<file path="src/sv/lqm_pkg.sv">
// ----------------------------------------------------------------------------
// lqm_pkg
// Shared types and codes for the lock queue manager: request and result
// words, status and notice codes, sequencer states and control signals.
// ----------------------------------------------------------------------------
package lqm_pkg;

    // Field widths of the request and result words.
    localparam int unsigned LOCK_NUM_W   = 6;
    localparam int unsigned CLIENT_NUM_W = 8;
    localparam int unsigned LOCK_CODES   = 2 ** LOCK_NUM_W;

    // Request kinds.
    localparam logic REQ_ACQUIRE = 1'b0;
    localparam logic REQ_RELEASE = 1'b1;

    // Status codes.
    localparam logic [1:0] ST_GRANTED = 2'd0;
    localparam logic [1:0] ST_QUEUED  = 2'd1;
    localparam logic [1:0] ST_FULL    = 2'd2;
    localparam logic [1:0] ST_EMPTY   = 2'd3;

    // Notice kinds.
    localparam logic [1:0] NK_NONE   = 2'd0;
    localparam logic [1:0] NK_REVOKE = 2'd1;
    localparam logic [1:0] NK_RETRY  = 2'd2;

    typedef struct packed {
        logic                    req_type;
        logic [LOCK_NUM_W-1:0]   lock_num;
        logic [CLIENT_NUM_W-1:0] client_num;
    } req_t;

    typedef struct packed {
        logic [1:0]              status;
        logic [1:0]              notify_kind;
        logic [CLIENT_NUM_W-1:0] notify_client;
    } rsp_t;

    typedef enum logic [1:0] {
        FSM_CLEAR,
        FSM_IDLE,
        FSM_PTR,
        FSM_OUT
    } fsm_t;

    typedef struct packed {
        logic busy;
        logic clearing;
        logic update;
        logic result_valid;
    } ctl_t;

endpackage

</file>
<file path="src/sv/lqm_ctl.sv">
// ----------------------------------------------------------------------------
// lqm_ctl
// Request sequencer: clearing sweep of the pointer memory after reset, then
// a two-step round per request (pointer update, then result).
// ----------------------------------------------------------------------------
module lqm_ctl #(
    parameter int unsigned NUM_LOCKS = 64,
    parameter int unsigned LW        = 6
) (
    input  logic          clk,
    input  logic          rst_n,
    input  logic          start,
    output lqm_pkg::ctl_t ctl,
    output logic [LW-1:0] clr_addr
);

    import lqm_pkg::*;

    localparam logic [LW-1:0] LAST_LOCK = LW'(NUM_LOCKS - 1);

    fsm_t          state_reg;
    fsm_t          state_next;
    logic [LW-1:0] clr_addr_reg;
    logic [LW-1:0] clr_addr_next;

    always_ff @(posedge clk or negedge rst_n)
    begin
        if (!rst_n)
        begin
            state_reg    <= FSM_CLEAR;
            clr_addr_reg <= '0;
        end
        else
        begin
            state_reg    <= state_next;
            clr_addr_reg <= clr_addr_next;
        end
    end

    always_comb
    begin
        state_next    = state_reg;
        clr_addr_next = clr_addr_reg;
        unique case (state_reg)
            FSM_CLEAR:
            begin
                clr_addr_next = clr_addr_reg + LW'(1);
                if (clr_addr_reg == LAST_LOCK)
                begin
                    state_next = FSM_IDLE;
                end
            end
            FSM_IDLE, FSM_OUT:
            begin
                state_next = start ? FSM_PTR : FSM_IDLE;
            end
            FSM_PTR:
            begin
                state_next = FSM_OUT;
            end
            default:
            begin
                state_next = FSM_IDLE;
            end
        endcase
    end

    always_comb
    begin
        ctl = '0;
        unique case (state_reg)
            FSM_CLEAR:
            begin
                ctl.busy     = 1'b1;
                ctl.clearing = 1'b1;
            end
            FSM_IDLE:
            begin
                ctl = '0;
            end
            FSM_PTR:
            begin
                ctl.busy   = 1'b1;
                ctl.update = 1'b1;
            end
            FSM_OUT:
            begin
                ctl.result_valid = 1'b1;
            end
            default:
            begin
                ctl = '0;
            end
        endcase
    end

    assign clr_addr = clr_addr_reg;

endmodule

</file>
<file path="config.mk">
export PLATFORM = sky130hd
export DESIGN_NAME = lqm_ctl
export DESIGN_NICKNAME = d
export VERILOG_FILES = /design/src/sv/lqm_pkg.sv /design/src/sv/lqm_ctl.sv
export SDC_FILE = /design/constraint.sdc
export NUM_CORES = 1
export LEC_CHECK = 0
export ABC_AREA = 1
export BUFFER_PORTS_ARGS = -buffer_cell sky130_fd_sc_hd__buf_2
export CAP_MARGIN = 20
export CORE_AREA = 2 2 39 41
export DETAILED_ROUTE_END_ITERATION = 10
export DIE_AREA = 0 0 41 43
export HOLD_SLACK_MARGIN = 0.12
export MAX_ROUTING_LAYER = met4
export PLACE_DENSITY = 0.61
export SYNTH_ARGS = -nofsm -noshare
export SYNTH_HDL_FRONTEND = slang
export SYNTH_SLANG_ARGS = --single-unit
export TNS_END_PERCENT = 30
</file>
<file path="constraint.sdc">
create_clock -name clk -period 1.15 [get_ports clk]
set_input_delay 0.0575 -clock clk [delete_from_list [all_inputs] [get_ports clk]]
set_output_delay 0.0575 -clock clk [all_outputs]
set_load 0.03 [all_outputs]
</file>
=== Word level (Yosys, flattened, before mapping) ===
Cells that the tools add are included.
Widths: inputs -> output; s select.

* Register bits: 8
* Input bits: 3
* Output and inout bits: 10
* Logic and storage cells: 18

* Add/subtract/negate cells: 1
* Equal/unequal tests: 5
* Mux-type cells: 7
* Reductions and logical operators: 3

{| class="wikitable"
|+ Operators by type and width
! operator !! count
|-
| $add 6x1->6 const B || 1
|-
| $eq 6x6->1 const B || 1
|-
| $pmux 2 s3 || 1
|-
| $eq 2x2->1 const B || 2
|-
| $mux 1 || 4
|-
| $mux 2 || 2
|-
| $reduce_or 2->1 || 2
|-
| $eq 2x1->1 const B || 1
|-
| $logic_not 2->1 || 1
|-
| $ne 2x2->1 const B || 1
|}

=== Logic depth before layout (Yosys ltp) ===
* Word-level depth: 3
* Mapped depth: 7
* Mapped depth without buffers: 7

=== Worst setup path before layout ===
No wires, ideal clock.

* Kind: register to register
* From: reg clr_addr_reg[0] (netlist: clr_addr[0])
* To: reg clr_addr_reg[4] (netlist: clr_addr[4])
* Setup time: 0.080 ns
* Arrival: 1.109 ns
* Data required time: 1.070 ns
* Setup slack: -0.039 ns
* Stages on the path, launching flop included: 5
* Path buffers: 0
* Clock period less this slack: 1.189 ns
* Cells stage by stage: dfrtp_1 -> ha_1 -> nand3_1 -> nor2_2 -> xor2_1

* Word-level cells in the longest chain between the ends: 1

{| class="wikitable"
|+ Ends and longest elaborated chain
! element !! RTL line !! RTL
|-
| from (decl) || lqm_ctl.sv:23 || <nowiki>logic [LW-1:0] clr_addr_reg;</nowiki>
|-
| from (signal assigned) || lqm_ctl.sv:36 || <nowiki>clr_addr_reg <= clr_addr_next;</nowiki>
|-
| $add 6x1->6 || lqm_ctl.sv:47 || <nowiki>clr_addr_next = clr_addr_reg + LW'(1);</nowiki>
|}

No other way between the ends.
A chain may end at the register's enable or synchronous reset.

==> results.toml <==
[sta]
fin_tns_setup_ns = 0
fin_crit_ns = 1.11
fin_crit_sh_pct = 96.7
finalHoldViolCount = 0
holdWs_ns = 0.175
finalClockSkew_ns = 0.00677
fmax_ghz = 0.899
max_slew_margin_pct = 88.0
tightest_slew_ns = 0.178
drv_slew = 0
rsz0062_at_grt = "yes"
final-setup-viol-count = 0

[clock_network]
h-tree-depth = 1
root_buffer = "clkbuf_4"
path_clk_slew_ns = 0.06
clock_path_buffers = 2
cts_sinks = 8
cts_buffers = 3
clk_latency_ns = 0.26
cts_tree = "done"

[setup_path]
endpoint_kind = "output port"
critPathKind = "reg2out"
cp.required_ns = 1.09
crit_fanout = 5
worstPathArrival_ns = 1.05
cp-start-kind = "register"

[synth]
ys_seq_elements = 8
synthTopCellsByCount = "nand2_1 (11), dfrtp_1 (8), inv_1 (6)"
synth_area_leaders = "dfrtp_1 (50%), nand2_1 (10%), inv_1 (5.6%)"
ys_seq_area_share_pct = 50.2
synth_warnings = 0
synth_edf_count = 0
avgSynthCellArea_um2 = 8.68
netlist.area_leader.share_pct = 50.2
synth_cell_types = 16
synth_nets = 50
syn_area_um2 = 399
synthCells = 46
synthFlopType = "dfrtp_1"
async_flop_share_pct = 100
yosysTopAreaCell = "dfrtp_1"
yosysMostFrequentCell = "nand2_1"

[finish]
multi_input_area_um2 = 168
layout.nets = 72
diodes = 0
final_cells = 83
num-fill-cells = 158
area_growth_pct = 41.4
drive_gt1_share_pct = 44.8
seqCellArea_um2 = 203

[routing]
ant_nets = 0
via_per_inst = 4.29
drc_errors = 0
num_vias = 356
wire_per_inst_um = 10.2
firstDrtPassIters = 4
drt_iter0_drc = 8
finalWirelength_um = 849

[power_and_ir_drop]
ir_drop_mv = 1.14
p_leak_nw = 0.304
power_density_mw_per_mm2 = 3350

[placement]
routabilityCongestion = 0.710
dp_hpwl_um = 600
numPortBuffers = 12
dp.cells = 74

[die]
io_pins = 13
start_util_pct = 28.8
die_w_um = 41
placementRows = 14
dieArea_mm2 = 0.00176
core_area_mm2 = 0.00138
die_h_um = 43

[global_route]
antenna_found_initial = 0
grt_pass1_vias = 363
grt_max_degree = 9
grt_usage_pct = 12.0
overflow = 0
grt_pass1_wl_um = 1300

[status]
status = "finished, final reports clean"

[min_path]
hold_class = "in2async"

[job]
maxCapViolations = 0
## path summary, 6_finish.rpt
path | from | end | slack (ns) | depth (start not counted)
setup / recovery | state_reg[0]$_DFFE_PN0P_ | ctl[2] | 0.04 | 4
hold reg to reg | clr_addr[0]$_DFFE_PN0P_ | clr_addr[0]$_DFFE_PN0P_ | 0.51 | 1
min in group clk | clr_addr[0]$_DFFE_PN0P_ | clr_addr[0]$_DFFE_PN0P_ | 0.51 | 1
max in group asynchronous | rst_n | clr_addr[1]$_DFFE_PN0P_ | 0.79 | 2
hold / removal | rst_n | clr_addr[2]$_DFFE_PN0P_ | 0.17 | 2
setup reg to reg | clr_addr[0]$_DFFE_PN0P_ | state_reg[0]$_DFFE_PN0P_ | 0.08 | 4
## cell usage in the layout, fill, tap and decap left out
cell type | synthesis | layout
nand2_1 | 11 | 11
buf_2 | 0 | 11
inv_1 | 6 | 6
dfrtp_1 | 8 | 6
nor2_2 | 3 | 3
clkbuf_4 | 0 | 3
buf_4 | 0 | 3
inv_2 | 2 | 2
nor2_1 | 2 | 2
xnor2_1 | 2 | 2
nand2_2 | 2 | 2
nand3_1 | 3 | 2
dfrtp_2 | 0 | 2
dlygate4sd3_1 | 0 | 2
nand2_4 | 1 | 1
inv_6 | 0 | 1
nand3_2 | 0 | 1
o21a_1 | 1 | 1
xor2_1 | 1 | 1
o21ai_0 | 1 | 1
o21ai_1 | 1 | 1
ha_1 | 1 | 1
clkbuf_1 | 0 | 1
buf_6 | 0 | 1
## report_power, final
group	total [mW]	internal (mW)	switching, mW
sequential	0.578	0.424	0.154
clock	0.233	0.133	0.100
combinational	1.08	0.385	0.692
## cells by family after synthesis
logic type | after synthesis | share of synthesized area [%]
AOI/OAI and AO/OA | 3 | 4.39
xor gates and xnor gates | 3 | 6.58
adders and majority gates | 1 | 3.13
buffers and inverters | 9 | 9.09
DFF | 8 | 50.2
and+or+nand+nor | 22 | 26.6
## critical path: stages, from the launching register on
cell and delay (ns):
dfrtp_1 0.42, inv_2 0.09, nand2_4 0.08, inv_6 0.08
buf_6 0.12
## through the flow
stage	power [mW]	area [µm²]	utilization (%)	setup WS (ns)
finish	1.89	564	40.8	0.0378
global route	2.03	564	40.8	-0.00506
CTS	1.81	534	38.6	0.00495
detailed placement	1.52	482	34.8	0.0770
global placement	1.50	482	34.8	0.106
floorplan	1.27	402	-	0.0219
## cell type report
cell class              count  share of cell area, %
repair buffers             17                   19.3
inverters                   9                   6.87
clock buffers               4                   4.66
multi-input cells          29                   29.7
well taps                  16                   3.55
flip-flops and latches      8                   35.9
## what timing repair did
action,4_1_cts,5_1_grt
setup endpoints to repair,1,2
resized for setup,2,2
gates cloned,0,0
endpoints found under the hold margin,10,0
setup buffers,0,3
hold buffers,2,0
## metal layers
layer / wire, µm / track usage (%) / up-vias
li1: - / - / 178
met1: 367 / 10.9 / 167
met2: 446 / 18.4 / 11
met3: 36 / 3.14 / 0
met4: 0 / 12.0 / 0
met5: 0 / - / -
Power figures use the tool's default switching activity.
