File: src/sv/lqm_ram.sv
// ----------------------------------------------------------------------------
// lqm_ram
// Simple dual-port synchronous RAM: one write port, one read port, read data
// registered.
// ----------------------------------------------------------------------------
module lqm_ram #(
    parameter int unsigned DEPTH = 64,
    parameter int unsigned WIDTH = 8,
    parameter int unsigned AW    = 6
) (
    input  logic             clk,
    input  logic             we,
    input  logic [AW-1:0]    waddr,
    input  logic [WIDTH-1:0] wdata,
    input  logic             re,
    input  logic [AW-1:0]    raddr,
    output logic [WIDTH-1:0] rdata
);

    logic [WIDTH-1:0] mem [DEPTH];
    logic [WIDTH-1:0] rdata_reg;

    always_ff @(posedge clk)
    begin
        if (we)
        begin
            mem[waddr] <= wdata;
        end
    end

    always_ff @(posedge clk)
    begin
        if (re)
        begin
            rdata_reg <= mem[raddr];
        end
    end

    assign rdata = rdata_reg;

endmodule

File: config.mk
export PLATFORM = sky130hd
export DESIGN_NAME = lqm_ram
export DESIGN_NICKNAME = d
export VERILOG_FILES = /design/src/sv/lqm_ram.sv
export SDC_FILE = /design/constraint.sdc
export NUM_CORES = 1
export LEC_CHECK = 0
export BUFFER_PORTS_ARGS = -buffer_cell sky130_fd_sc_hd__buf_4
export CAP_MARGIN = 20
export CORE_ASPECT_RATIO = 1.25
export CORE_MARGIN = 1
export CORE_UTILIZATION = 41
export CTS_CLUSTER_SIZE = 28
export DETAILED_ROUTE_END_ITERATION = 7
export REMOVE_ABC_BUFFERS = 1
export SLEW_MARGIN = 20
export SYNTH_ARGS = -nofsm -noshare
export SYNTH_HDL_FRONTEND = slang
export SYNTH_SLANG_ARGS = --single-unit
File: constraint.sdc
create_clock -name clk -period 2.4 [get_ports clk]
set_input_delay 0.24 -clock clk [delete_from_list [all_inputs] [get_ports clk]]
set_output_delay 0.24 -clock clk [all_outputs]
set_load 0.05 [all_outputs]
# Word-level counts from Yosys, hierarchy flattened
# Memory sizes are Yosys's and may differ from the RTL's. A register that Yosys moved wholly into a read port is not among the register bits.
# Index checks and enable logic that the tools add are counted.
# W data, S select, Z words.
dict set report word_totals {
  wordCells 3
  input_bits 23
  mem_bits_rw 512
  output_inout_bits 8
  register_bits 0
  n_memories 1
}
dict set report classes {
  mux 2
}
# name words width rd rd_ports_with_merged_regs wr line
set memory_table {}
lappend memory_table {mem 64 8 1 1 1 20} ;# logic [WIDTH-1:0] mem [DEPTH];
# op n
set op_table {}
lappend op_table {{$mux W1} 2}

# Depth between registers and ports, before layout
# Gate-level depths: netlist of the first run.
dict set report depth {
  ltp_word 2
  depth_mapped 9
  depth_no_buf 5
}

# Worst setup path after synthesis of the first run
# No wires, ideal clock.
dict set report synth_timing {
  path_type {input-to-reg}
  from {in raddr[1]}
  to {reg rdata_reg[3] (netlist: rdata[3]) (read register of mem), data pin}
  setup_slack_ps 354
  path_stages 7
  setup_ps 266
  n_path_buf 3
  t_arrival_ps 1780
  required_ps 2134
  path_cell_list {buf_4 buf_2 buf_2 mux4_2 mux4_2 o21ai_1 o41ai_1}
}
# item line
set synth_rtl {}
lappend synth_rtl {{start, declared} 16} ;# input logic [AW-1:0] raddr,
lappend synth_rtl {{end, declared} 21} ;# logic [WIDTH-1:0] rdata_reg;

==> results_tabular.tex, run 1 <==
\begin{tabular}{lr}
\hline
Metric & Value \\
\hline
\multicolumn{2}{l}{\textbf{Run status}} \\
Result of the run & finished clean \\
\multicolumn{2}{l}{\textbf{Yosys}} \\
Share of the synthesized area in the top cell type & a little under 80\% \\
Number of synthesized register bits & 520 \\
Leading area contributor after synthesis & edfxtp\_1 \\
Number of enable-type register cells in the synthesized netlist & 520 \\
Most used flip-flop cell after synthesis & edfxtp\_1 \\
Cell Area, Synth & slightly above 20,000 sq um \\
Part of the Yosys area used for sequential elements & around 77\% \\
Post-Syn Area per Cell & roughly 22 sq um \\
Fraction of registers with async set/reset & 0\% \\
Number of unique standard cell types used by synthesis & 39 \\
Dominant cells by area after synthesis & edfxtp\_1 (77\%), mux4\_2 (14\%), nor2\_1 (1.5\%) \\
Most repeated cell in the gate-level netlist after synthesis & edfxtp\_1 \\
Yosys Warn Count & 0 \\
Gate count after technology mapping & 940 \\
Most numerous cell types in the synthesized netlist & edfxtp\_1 (520), mux4\_2 (126), nor2\_1 (83), mux2i\_1 (23), nand2\_1 (19) \\
\multicolumn{2}{l}{\textbf{Die}} \\
Horizontal die dimension & 201 um \\
I/O pin count & 31 \\
DIE AREA & about 50,000 sq um \\
Initial standard-cell utilization of the core & about two fifths \\
Core Box Area & 48,500 sq um \\
Row count & 90 \\
Die Y & 250 um \\
\multicolumn{2}{l}{\textbf{Timing}} \\
Top achievable clock speed & between 400 and 500 MHz \\
Slew Limit Fails & 0 \\
Max-Slew Margin vs Limit & between 50 and 60\% \\
Final Cycle Share & $\sim$89\% \\
RSZ-0062 raised after global routing & false \\
Clock period minus final worst setup slack & $\sim$2100 ps \\
Setup TNS Final & 0 ps \\
Worst setup skew after layout & around 17 ps \\
Final hold violation count & 0 \\
Final Setup Violations & 0 \\
Worst-Margin Slew & between 700 and 800 ps \\
Minimum setup slack in the final design & about 260 ps \\
\multicolumn{2}{l}{\textbf{Global route}} \\
GRT Util Overall & around a fifth \\
Maximum number of pins on one net before global-route repair & 65 \\
Antenna violations before repair & 0 \\
First-pass GRT wire length & $\sim$70,000 um \\
Vias in the first global route & roughly 10k \\
Overflow left after global routing & 0 \\
\multicolumn{2}{l}{\textbf{Final layout}} \\
Proportion of layout cells with a drive suffix above 1 & approximately a third \\
Area taken by flip-flops and latches & 15,600 sq um \\
Number of nets at the end of the flow & approximately 1.1k \\
Number of diodes added for antenna fixing & 0 \\
Area occupied by multi-input gates & 4320 sq um \\
Max FFs per register & about 510 \\
Filler Cells Inserted & approximately 3.9k \\
Area added between synthesis and finish & 16.2\% \\
\multicolumn{2}{l}{\textbf{Worst setup path}} \\
Critical path startpoint & mem[21][6]\$\_DFFE\_PP\_ \\
Critical R2R Capture & rdata[6]\$\_DFFE\_PP\_ \\
Required time of the critical path & between 2000 and 3000 ps \\
Register-to-Register Setup Slack & between 200 and 300 ps \\
Kind of end point of the critical path & register \\
Data arrival at the endpoint of the critical path & between 2000 and 2500 ps \\
Critical path start-end classification & reg -> reg \\
Type of origin of the critical path & register \\
Critical register-to-register path startpoint & mem[21][6]\$\_DFFE\_PP\_ \\
Reg2Reg Depth & 5 \\
Largest driver fanout on the critical path & 1 \\
\multicolumn{2}{l}{\textbf{Clocking}} \\
Buffer cell driving the clock tree root & clkbuf\_16 \\
CTS H-Tree Depth & 2 \\
Clk\_lat worst skew & approximately 570 ps \\
Number of buffers on the longest clock path & 3 \\
Clock-pin transition on the worst setup and hold timing paths & about 60 ps \\
Number of buffers created by CTS & between 40 and 50 \\
Number of clock sinks & 520 \\
Clock tree from TritonCTS & done \\
\multicolumn{2}{l}{\textbf{Detailed routing}} \\
Antenna-violating nets left & 0 \\
Remaining DRCs & 0 \\
Avg Vias per Cell & around 5.5 \\
Length of the first detailed-routing pass in iterations & 5 \\
Total vias in the final route & a little under 10k \\
Total wire length & between 40,000 and 50,000 um \\
Starting DRC count in detailed routing & 807 \\
Mean routed wirelength per cell & 25.7 um \\
\multicolumn{2}{l}{\textbf{Power}} \\
Power per standard cell area & around 790 nW/um\^{}2 \\
Maximum ir drop on the vdd rail & 0.656 mV \\
Leakage Power & 0.00754 uW \\
\multicolumn{2}{l}{\textbf{Place}} \\
Final Wtd Congestion & a little under 0.8 \\
Detailed placement HPWL & approximately 30,000 um \\
Port bufs & 30 \\
Worst Setup Slack post-DPL & -126 ps \\
\multicolumn{2}{l}{\textbf{Min path}} \\
Number of cells on the worst hold path & 3 \\
Hold wc startpoint & waddr[2] \\
Destination of the worst hold path & mem[54][7]\$\_DFFE\_PP\_ \\
Hold Path Class & in -> reg \\
\multicolumn{2}{l}{\textbf{Job}} \\
Max-cap check violation count & 0 \\
\hline
\end{tabular}
-- power by group --
group	switching [uW]	internal (uW)
Combinational	619	419
Clock	3220	4210
Sequential	29.6	10100
Total	3870	14700
-- critical path: stages, from the launching register on --
cell,delay (ps)
edfxtp_1,360
mux4_2,480
mux2_2,290
o221a_2,270
nor3_1,330
o32ai_1,140
-- cell type report --
class | instances | area share, %
Tap cell | 644 | 3.42
Timing Repair Buffer | 153 | 5.40
Multi-Input combinational cell | 369 | 18.3
Clock buffer | 64 | 5.63
Clock inverter | 27 | 0.861
Sequential cell | 520 | 66.4
-- logic make-up after synthesis --
family / Yosys count / share of synthesized area (%)
flops: 520 / 77.1
compound gates: 54 / 2.06
mux: 162 / 15.9
simple gates: 153 / 3.37
buf+inv: 51 / 1.56
-- routing by layer --
metal / vias up / part of all wire [%] / track usage, % / wire length [um]
met5: - / 0 / 0 / 0
met4: 0 / 2.6 / 5.78 / 1180
met3: 70 / 4.5 / 2.64 / 2080
met2: 249 / 52 / 33.1 / 23800
met1: 5207 / 41 / 24.3 / 18600
li1: 4242 / - / - / -
-- metrics by stage --
stage	hold WS [ps]	std cells	util, %	cell area (sq um)	total power, uW
global route	142	1777	48.5	23500	19100
floorplan	339	889	-	19900	10700
CTS	101	1777	48.5	23500	18700
global placement	562	1685	45.3	22000	11300
finish	135	1777	48.5	23500	18600
detailed placement	564	1685	45.3	22000	11400
-- worst max path at each step --
stage	depth (start not counted)	slack, ps	endpoint
floorplan	5	580	rdata[4]$_DFFE_PP_
global placement	7	-90	rdata[6]$_DFFE_PP_
detailed placement	7	-130	rdata[6]$_DFFE_PP_
CTS	5	270	rdata[6]$_DFFE_PP_
global route	5	210	rdata[4]$_DFFE_PP_
finish	5	260	rdata[6]$_DFFE_PP_
-- repair_timing --
item                      CTS  global route
hold buffers                1             0
buffers inserted            0             0
hold endpoints to repair    8             0
gates resized for setup     0             0
-- cell usage in the layout (no fill, tap or decap), types with 3 or more instances in the layout --
| cell type | synthesis | final |
|---|---|---|
| nor2b_1 | 14 | 14 |
| mux2_2 | 13 | 13 |
| nand2_1 | 19 | 19 |
| o22ai_1 | 8 | 8 |
| clkbuf_1 | 17 | 13 |
| mux2i_1 | 23 | 23 |
| edfxtp_1 | 520 | 520 |
| nand3_1 | 13 | 13 |
| clkinv_2 | 0 | 11 |
| nor2_1 | 83 | 83 |
| a21oi_1 | 3 | 3 |
| buf_4 | 13 | 142 |
| bufinv_16 | 0 | 3 |
| o2bb2ai_1 | 3 | 3 |
| a221oi_1 | 6 | 6 |
| nor3_1 | 7 | 7 |
| clkinv_1 | 0 | 11 |
| a22oi_1 | 3 | 3 |
| a211oi_1 | 4 | 4 |
| o2111ai_1 | 3 | 3 |
| clkbuf_16 | 0 | 51 |
| nand3b_1 | 3 | 3 |
| nand2b_1 | 7 | 7 |
| o221ai_1 | 8 | 8 |
| buf_12 | 2 | 9 |
| mux4_2 | 126 | 126 |
Note: power is estimated with default switching activity, not from simulation.
==> inputs of run 2 (changes only) <==
--- a/config.mk
+++ b/config.mk
@@ -12,6 +12,7 @@
 export CORE_UTILIZATION = 41
 export CTS_CLUSTER_SIZE = 28
 export DETAILED_ROUTE_END_ITERATION = 7
+export PLACE_DENSITY = 0.53
 export REMOVE_ABC_BUFFERS = 1
 export SLEW_MARGIN = 20
 export SYNTH_ARGS = -nofsm -noshare
==> run 2 against run 1 <==
Utilization increased by 0.20 points. Clock power increased by 8.8%. Non-clock buffer count decreased by 4. First-iteration DRC count increased by 19%. Critical path depth unchanged. Critical path type unchanged. Clock-buffer cell count decreased by 2. Register-to-register slack improved by 90 ps. Via count about the same. Cell count decreased by 0.11%. Clock skew decreased by 4.5 ps.
==> results_tabular.tex, run 2 (synthesized netlist as in run 1, its figures left out) <==
\begin{tabular}{lr}
\hline
Metric & Value \\
\hline
\multicolumn{2}{l}{\textbf{Place}} \\
Detailed placement HPWL & 30,100 um \\
Final Wtd Congestion & approximately 0.80 \\
Number of cells in the design after placement & around 1.7k \\
Port bufs & 30 \\
Worst Setup Slack post-DPL & -64.0 ps \\
\multicolumn{2}{l}{\textbf{Min path}} \\
Destination of the worst hold path & rdata[5]\$\_DFFE\_PP\_ \\
Number of cells on the worst hold path & 2 \\
Hold wc startpoint & raddr[5] \\
Hold Path Class & in -> reg \\
\multicolumn{2}{l}{\textbf{Timing}} \\
Slew Limit Fails & 0 \\
RSZ-0062 raised after global routing & false \\
Final Cycle Share & 85.1\% \\
Max-Slew Margin vs Limit & 49.6\% \\
Final Setup Violations & 0 \\
Worst-Margin Slew & around 760 ps \\
Top achievable clock speed & 490 MHz \\
Minimum setup slack in the final design & $\sim$360 ps \\
Final hold violation count & 0 \\
Clock period minus final worst setup slack & between 2000 and 2500 ps \\
Worst setup skew after layout & around 12 ps \\
\multicolumn{2}{l}{\textbf{Worst setup path}} \\
Type of origin of the critical path & register \\
Critical path startpoint & mem[17][4]\$\_DFFE\_PP\_ \\
Data arrival at the endpoint of the critical path & approximately 2400 ps \\
Critical R2R Capture & rdata[4]\$\_DFFE\_PP\_ \\
Critical register-to-register path startpoint & mem[17][4]\$\_DFFE\_PP\_ \\
Largest driver fanout on the critical path & 1 \\
Register-to-Register Setup Slack & 360 ps \\
Required time of the critical path & roughly 2700 ps \\
Kind of end point of the critical path & register \\
Critical path start-end classification & reg -> reg \\
Reg2Reg Depth & 5 \\
\multicolumn{2}{l}{\textbf{Clocking}} \\
Number of clock sinks & 520 \\
Quantity of gates resized following cts & 0 \\
Clock-pin transition on the worst setup and hold timing paths & around 60 ps \\
Number of buffers on the longest clock path & 3 \\
Buffer cell driving the clock tree root & clkbuf\_16 \\
Clk\_lat worst skew & 580 ps \\
CTS H-Tree Depth & 2 \\
Clock tree from TritonCTS & done \\
Number of buffers created by CTS & 51 \\
\multicolumn{2}{l}{\textbf{Die}} \\
Core Box Area & between 40,000 and 50,000 sq um \\
I/O pin count & 31 \\
Horizontal die dimension & 201 um \\
Die Y & around 250 um \\
Row count & 90 \\
DIE AREA & $\sim$50,000 sq um \\
Initial standard-cell utilization of the core & 41.7\% \\
\multicolumn{2}{l}{\textbf{Final layout}} \\
Filler Cells Inserted & 3,972 \\
Most frequent standard cell in the layout excluding fill and tap cells & edfxtp\_1 \\
Area added between synthesis and finish & 16.7\% \\
Number of nets at the end of the flow & roughly 1.1k \\
Final instance count without filler cells & $\sim$1.8k \\
Commonest cells after routing, fill and taps aside & edfxtp\_1 (520), buf\_4 (140), mux4\_2 (126) \\
Proportion of layout cells with a drive suffix above 1 & between 30\% and 40\% \\
Max FFs per register & between 500 and 600 \\
Number of diodes added for antenna fixing & 0 \\
\multicolumn{2}{l}{\textbf{Detailed routing}} \\
Avg Vias per Cell & between 5 and 6 \\
Length of the first detailed-routing pass in iterations & 5 \\
Antenna-violating nets left & 0 \\
Total vias in the final route & 9,761 \\
Total wire length & 47,300 um \\
Remaining DRCs & 0 \\
Starting DRC count in detailed routing & around 960 \\
Mean routed wirelength per cell & about 27 um \\
\multicolumn{2}{l}{\textbf{Global route}} \\
Overflow left after global routing & 0 \\
Vias in the first global route & approximately 10k \\
Maximum number of pins on one net before global-route repair & 65 \\
First-pass GRT wire length & 69,700 um \\
Antenna violations before repair & 0 \\
GRT Util Overall & 19.4\% \\
\multicolumn{2}{l}{\textbf{Power}} \\
Leakage Power & approximately 0.0076 uW \\
Maximum ir drop on the vdd rail & $\sim$0.58 mV \\
Power per standard cell area & $\sim$800 nW/um\^{}2 \\
\multicolumn{2}{l}{\textbf{Job}} \\
Max-cap check violation count & 0 \\
\multicolumn{2}{l}{\textbf{Run status}} \\
Result of the run & finished clean \\
\hline
\end{tabular}
==> run 2: cell type report <==
type	instances	area, sq um	area share, %
Timing Repair Buffer	149	1210	5.14
Sequential cell	520	15600	66.1
Clock inverter	31	320	1.36
Multi-Input combinational cell	369	4320	18.3
Tap cell	644	806	3.41
Clock buffer	62	1360	5.76
==> run 2: where the power goes <==
part	leakage, uW	switching [uW]	total [uW]	internal, uW
sequential	0.00469	28.7	10100	10100
combinational	0.00207	633	1050	414
clock	0.000823	3310	8070	4760
==> run 2: how the worst max path moves through the flow <==
stage | endpoint | slack [ps] | depth (start not counted)
2_1_floorplan | rdata[4]$_DFFE_PP_ | 580 | 5
3_3_place_gp | rdata[7]$_DFFE_PP_ | -70 | 6
3_5_place_dp | rdata[6]$_DFFE_PP_ | -60 | 7
4_1_cts | rdata[1]$_DFFE_PP_ | 350 | 5
5_1_grt | rdata[1]$_DFFE_PP_ | 280 | 5
6_report | rdata[4]$_DFFE_PP_ | 360 | 5
==> run 2: what timing repair did <==
item | 4_1_cts | 5_1_grt
endpoints found under the hold margin | 8 | 0
setup buffers | 0 | 0
hold buffers | 1 | 0
==> run 2: worst max-delay path, stage by stage, from the launching register on <==
cell and delay (ps):
edfxtp_1 400, mux4_2 470, mux2_2 280, o221a_2 270, nor3_1 240, o32ai_1 130
==> run 2: metrics by stage <==
| step | hold slack [ps] | instance area (sq um) | total power [uW] | TNS, ps | util (%) |
|---|---|---|---|---|---|
| floorplan | 339 | 19900 | 10700 | 0 | - |
| global placement | 585 | 21900 | 11300 | -76.8 | 45.2 |
| detailed placement | 589 | 21900 | 11400 | -154 | 45.2 |
| CTS | 105 | 23600 | 19400 | 0 | 48.7 |
| global route | 147 | 23600 | 19800 | 0 | 48.7 |
| finish | 148 | 23600 | 19200 | 0 | 48.7 |
==> run 2: metal layers <==
| metal | share of wire, % | GRT usage, % | up-vias | routed length [um] |
|---|---|---|---|---|
| met3 | 5.0 | 2.93 | 68 | 2380 |
| met5 | 0 | 0 | - | 0 |
| met1 | 40 | 25.2 | 5177 | 19000 |
| met4 | 2.5 | 5.56 | 0 | 1200 |
| li1 | - | - | 4241 | - |
| met2 | 52 | 33.8 | 275 | 24700 |
==> inputs of run 3 (changes only) <==
--- a/config.mk
+++ b/config.mk
@@ -13,6 +13,7 @@
 export CTS_CLUSTER_SIZE = 28
 export DETAILED_ROUTE_END_ITERATION = 7
 export PLACE_DENSITY = 0.53
+export RECOVER_POWER = 100
 export REMOVE_ABC_BUFFERS = 1
 export SLEW_MARGIN = 20
 export SYNTH_ARGS = -nofsm -noshare
==> run 3 against run 2 <==
Largest cell class unchanged. Power is essentially flat. Die area unchanged. Critical endpoint is now rdata[7]$_DFFE_PP_. Via count is 0.36% lower. Final area down 1.4%. Critical path depth fell by 1. Sequential power is essentially flat. Clock power is essentially flat. Non-clock buffer count unchanged. Utilization decreased by 0.66 points. Maximum frequency down 4.8%.
==> results_tabular.tex, run 3 (synthesized netlist as in run 1, its figures left out) <==
\begin{tabular}{lr}
\hline
Metric & Value \\
\hline
\multicolumn{2}{l}{\textbf{Run status}} \\
Result of the run & finished clean \\
\multicolumn{2}{l}{\textbf{Global route}} \\
GRT Util Overall & slightly below 20\% \\
Vias in the first global route & 10.1k \\
Overflow left after global routing & 0 \\
First-pass GRT wire length & approximately 70,000 um \\
Antenna violations before repair & 0 \\
Maximum number of pins on one net before global-route repair & 65 \\
\multicolumn{2}{l}{\textbf{Timing}} \\
Worst-Margin Slew & about 1500 ps \\
Top achievable clock speed & between 400 and 500 MHz \\
Worst setup skew after layout & roughly 13 ps \\
Clock period minus final worst setup slack & 2150 ps \\
Minimum setup slack in the final design & $\sim$250 ps \\
Final Cycle Share & approximately 89\% \\
RSZ-0062 raised after global routing & false \\
Slew Limit Fails & 0 \\
Final hold violation count & 0 \\
Setup TNS Final & 0 ps \\
Final Setup Violations & 0 \\
Max-Slew Margin vs Limit & under 10\% \\
\multicolumn{2}{l}{\textbf{Die}} \\
Horizontal die dimension & between 200 and 250 um \\
Core Box Area & $\sim$49,000 sq um \\
Die Y & 250 um \\
Initial standard-cell utilization of the core & 41.7\% \\
Row count & 90 \\
I/O pin count & 31 \\
DIE AREA & just over 50,000 sq um \\
\multicolumn{2}{l}{\textbf{Clocking}} \\
Number of buffers created by CTS & just over 50 \\
Buffer cell driving the clock tree root & clkbuf\_16 \\
CTS H-Tree Depth & 2 \\
Clock tree from TritonCTS & done \\
Number of clock sinks & 520 \\
Clk\_lat worst skew & 580 ps \\
Clock-pin transition on the worst setup and hold timing paths & $\sim$60 ps \\
Number of buffers on the longest clock path & 3 \\
\multicolumn{2}{l}{\textbf{Place}} \\
Worst Setup Slack post-DPL & -64.0 ps \\
Final Wtd Congestion & 0.801 \\
Port bufs & 30 \\
Detailed placement HPWL & between 30,000 and 40,000 um \\
\multicolumn{2}{l}{\textbf{Final layout}} \\
Most frequent standard cell in the layout excluding fill and tap cells & edfxtp\_1 \\
Proportion of layout cells with a drive suffix above 1 & between 20 and 25\% \\
Max FFs per register & 512 \\
Number of nets at the end of the flow & 1,114 \\
Filler Cells Inserted & $\sim$4.0k \\
Area added between synthesis and finish & 15.1\% \\
Number of diodes added for antenna fixing & 0 \\
Area occupied by multi-input gates & 4320 sq um \\
Area taken by flip-flops and latches & approximately 16,000 sq um \\
Commonest cells after routing, fill and taps aside & edfxtp\_1 (520), mux4\_2 (126), clkbuf\_1 (89) \\
\multicolumn{2}{l}{\textbf{Worst setup path}} \\
Kind of end point of the critical path & register \\
Critical-path top delay cell & o311ai\_0 \\
Critical path, cell by cell & mux4\_2, mux2\_2, o311ai\_0, nand2\_1 \\
Register-to-Register Setup Slack & between 200 and 300 ps \\
Largest driver fanout on the critical path & 1 \\
Data arrival at the endpoint of the critical path & about 2500 ps \\
Required time of the critical path & $\sim$2700 ps \\
Critical path start-end classification & reg -> reg \\
Type of origin of the critical path & register \\
CP peak stage delay & around 570 ps \\
\multicolumn{2}{l}{\textbf{Job}} \\
Max-cap check violation count & 0 \\
\multicolumn{2}{l}{\textbf{Power}} \\
Leakage Power & between 0.007 and 0.008 uW \\
Maximum ir drop on the vdd rail & between 0.5 and 0.6 mV \\
Power per standard cell area & $\sim$820 nW/um\^{}2 \\
\multicolumn{2}{l}{\textbf{Detailed routing}} \\
Total vias in the final route & 9,726 \\
Avg Vias per Cell & approximately 5.5 \\
Length of the first detailed-routing pass in iterations & 5 \\
Total wire length & roughly 47,000 um \\
Remaining DRCs & 0 \\
Mean routed wirelength per cell & 26.7 um \\
Antenna-violating nets left & 0 \\
Starting DRC count in detailed routing & 915 \\
\multicolumn{2}{l}{\textbf{Min path}} \\
Hold Path Class & in -> reg \\
\hline
\end{tabular}
-- run 3: cell type report --
type	instances	area share [%]
clock buffers	62	5.83
repair buffers	149	3.84
flip-flops and latches	520	67.0
clock inverters	31	1.37
multi-input cells	369	18.5
well taps	644	3.46
-- run 3: repair_timing --
action                                 4_1_cts  5_1_grt
gates resized for setup                      0        0
hold buffers                                 1        0
endpoints found under the hold margin        8        0
setup buffers                                0        0
-- run 3: per-stage QoR --
stage | instances | instance area, sq um | utilization (%) | hold slack, ps | total power [uW]
after detailed placement | 1681 | 21900 | 45.2 | 589 | 11400
after global placement | 1681 | 21900 | 45.2 | 585 | 11300
after global routing | 1775 | 23300 | 48.0 | 147 | 19800
after floorplan | 889 | 19900 | - | 339 | 10700
after CTS | 1775 | 23600 | 48.7 | 105 | 19400
final | 1775 | 23300 | 48.0 | 151 | 19200
-- run 3: layer usage --
layer  wire [um]  track usage, %  vias to the layer above
met5           0               0                        -
met4        1330            5.56                        0
met3        2250            2.93                       77
met2       24700            33.8                      255
met1       19200            25.2                     5158
li1            -               -                     4236
-- run 3: path summary, 6_finish.rpt --
kind,start,end,cells past startpoint
max reg2reg,mem[2][7]$_DFFE_PP_,rdata[7]$_DFFE_PP_,4
min,raddr[5],rdata[5]$_DFFE_PP_,2
min reg2reg,mem[31][6]$_DFFE_PP_,rdata[6]$_DFFE_PP_,3
max,mem[2][7]$_DFFE_PP_,rdata[7]$_DFFE_PP_,4
-- run 3: where the power goes --
group          internal, uW  switching (uW)
clock                  4760            3310
sequential            10100            28.3
combinational           390             633
total                 15200            3970
-- run 3: critical path, delay by kind of cell, from the launching register on --
kind,cells,cell delay [ps]
mux,2,770
flops,1,390
compound gates,1,570
simple gates,1,140
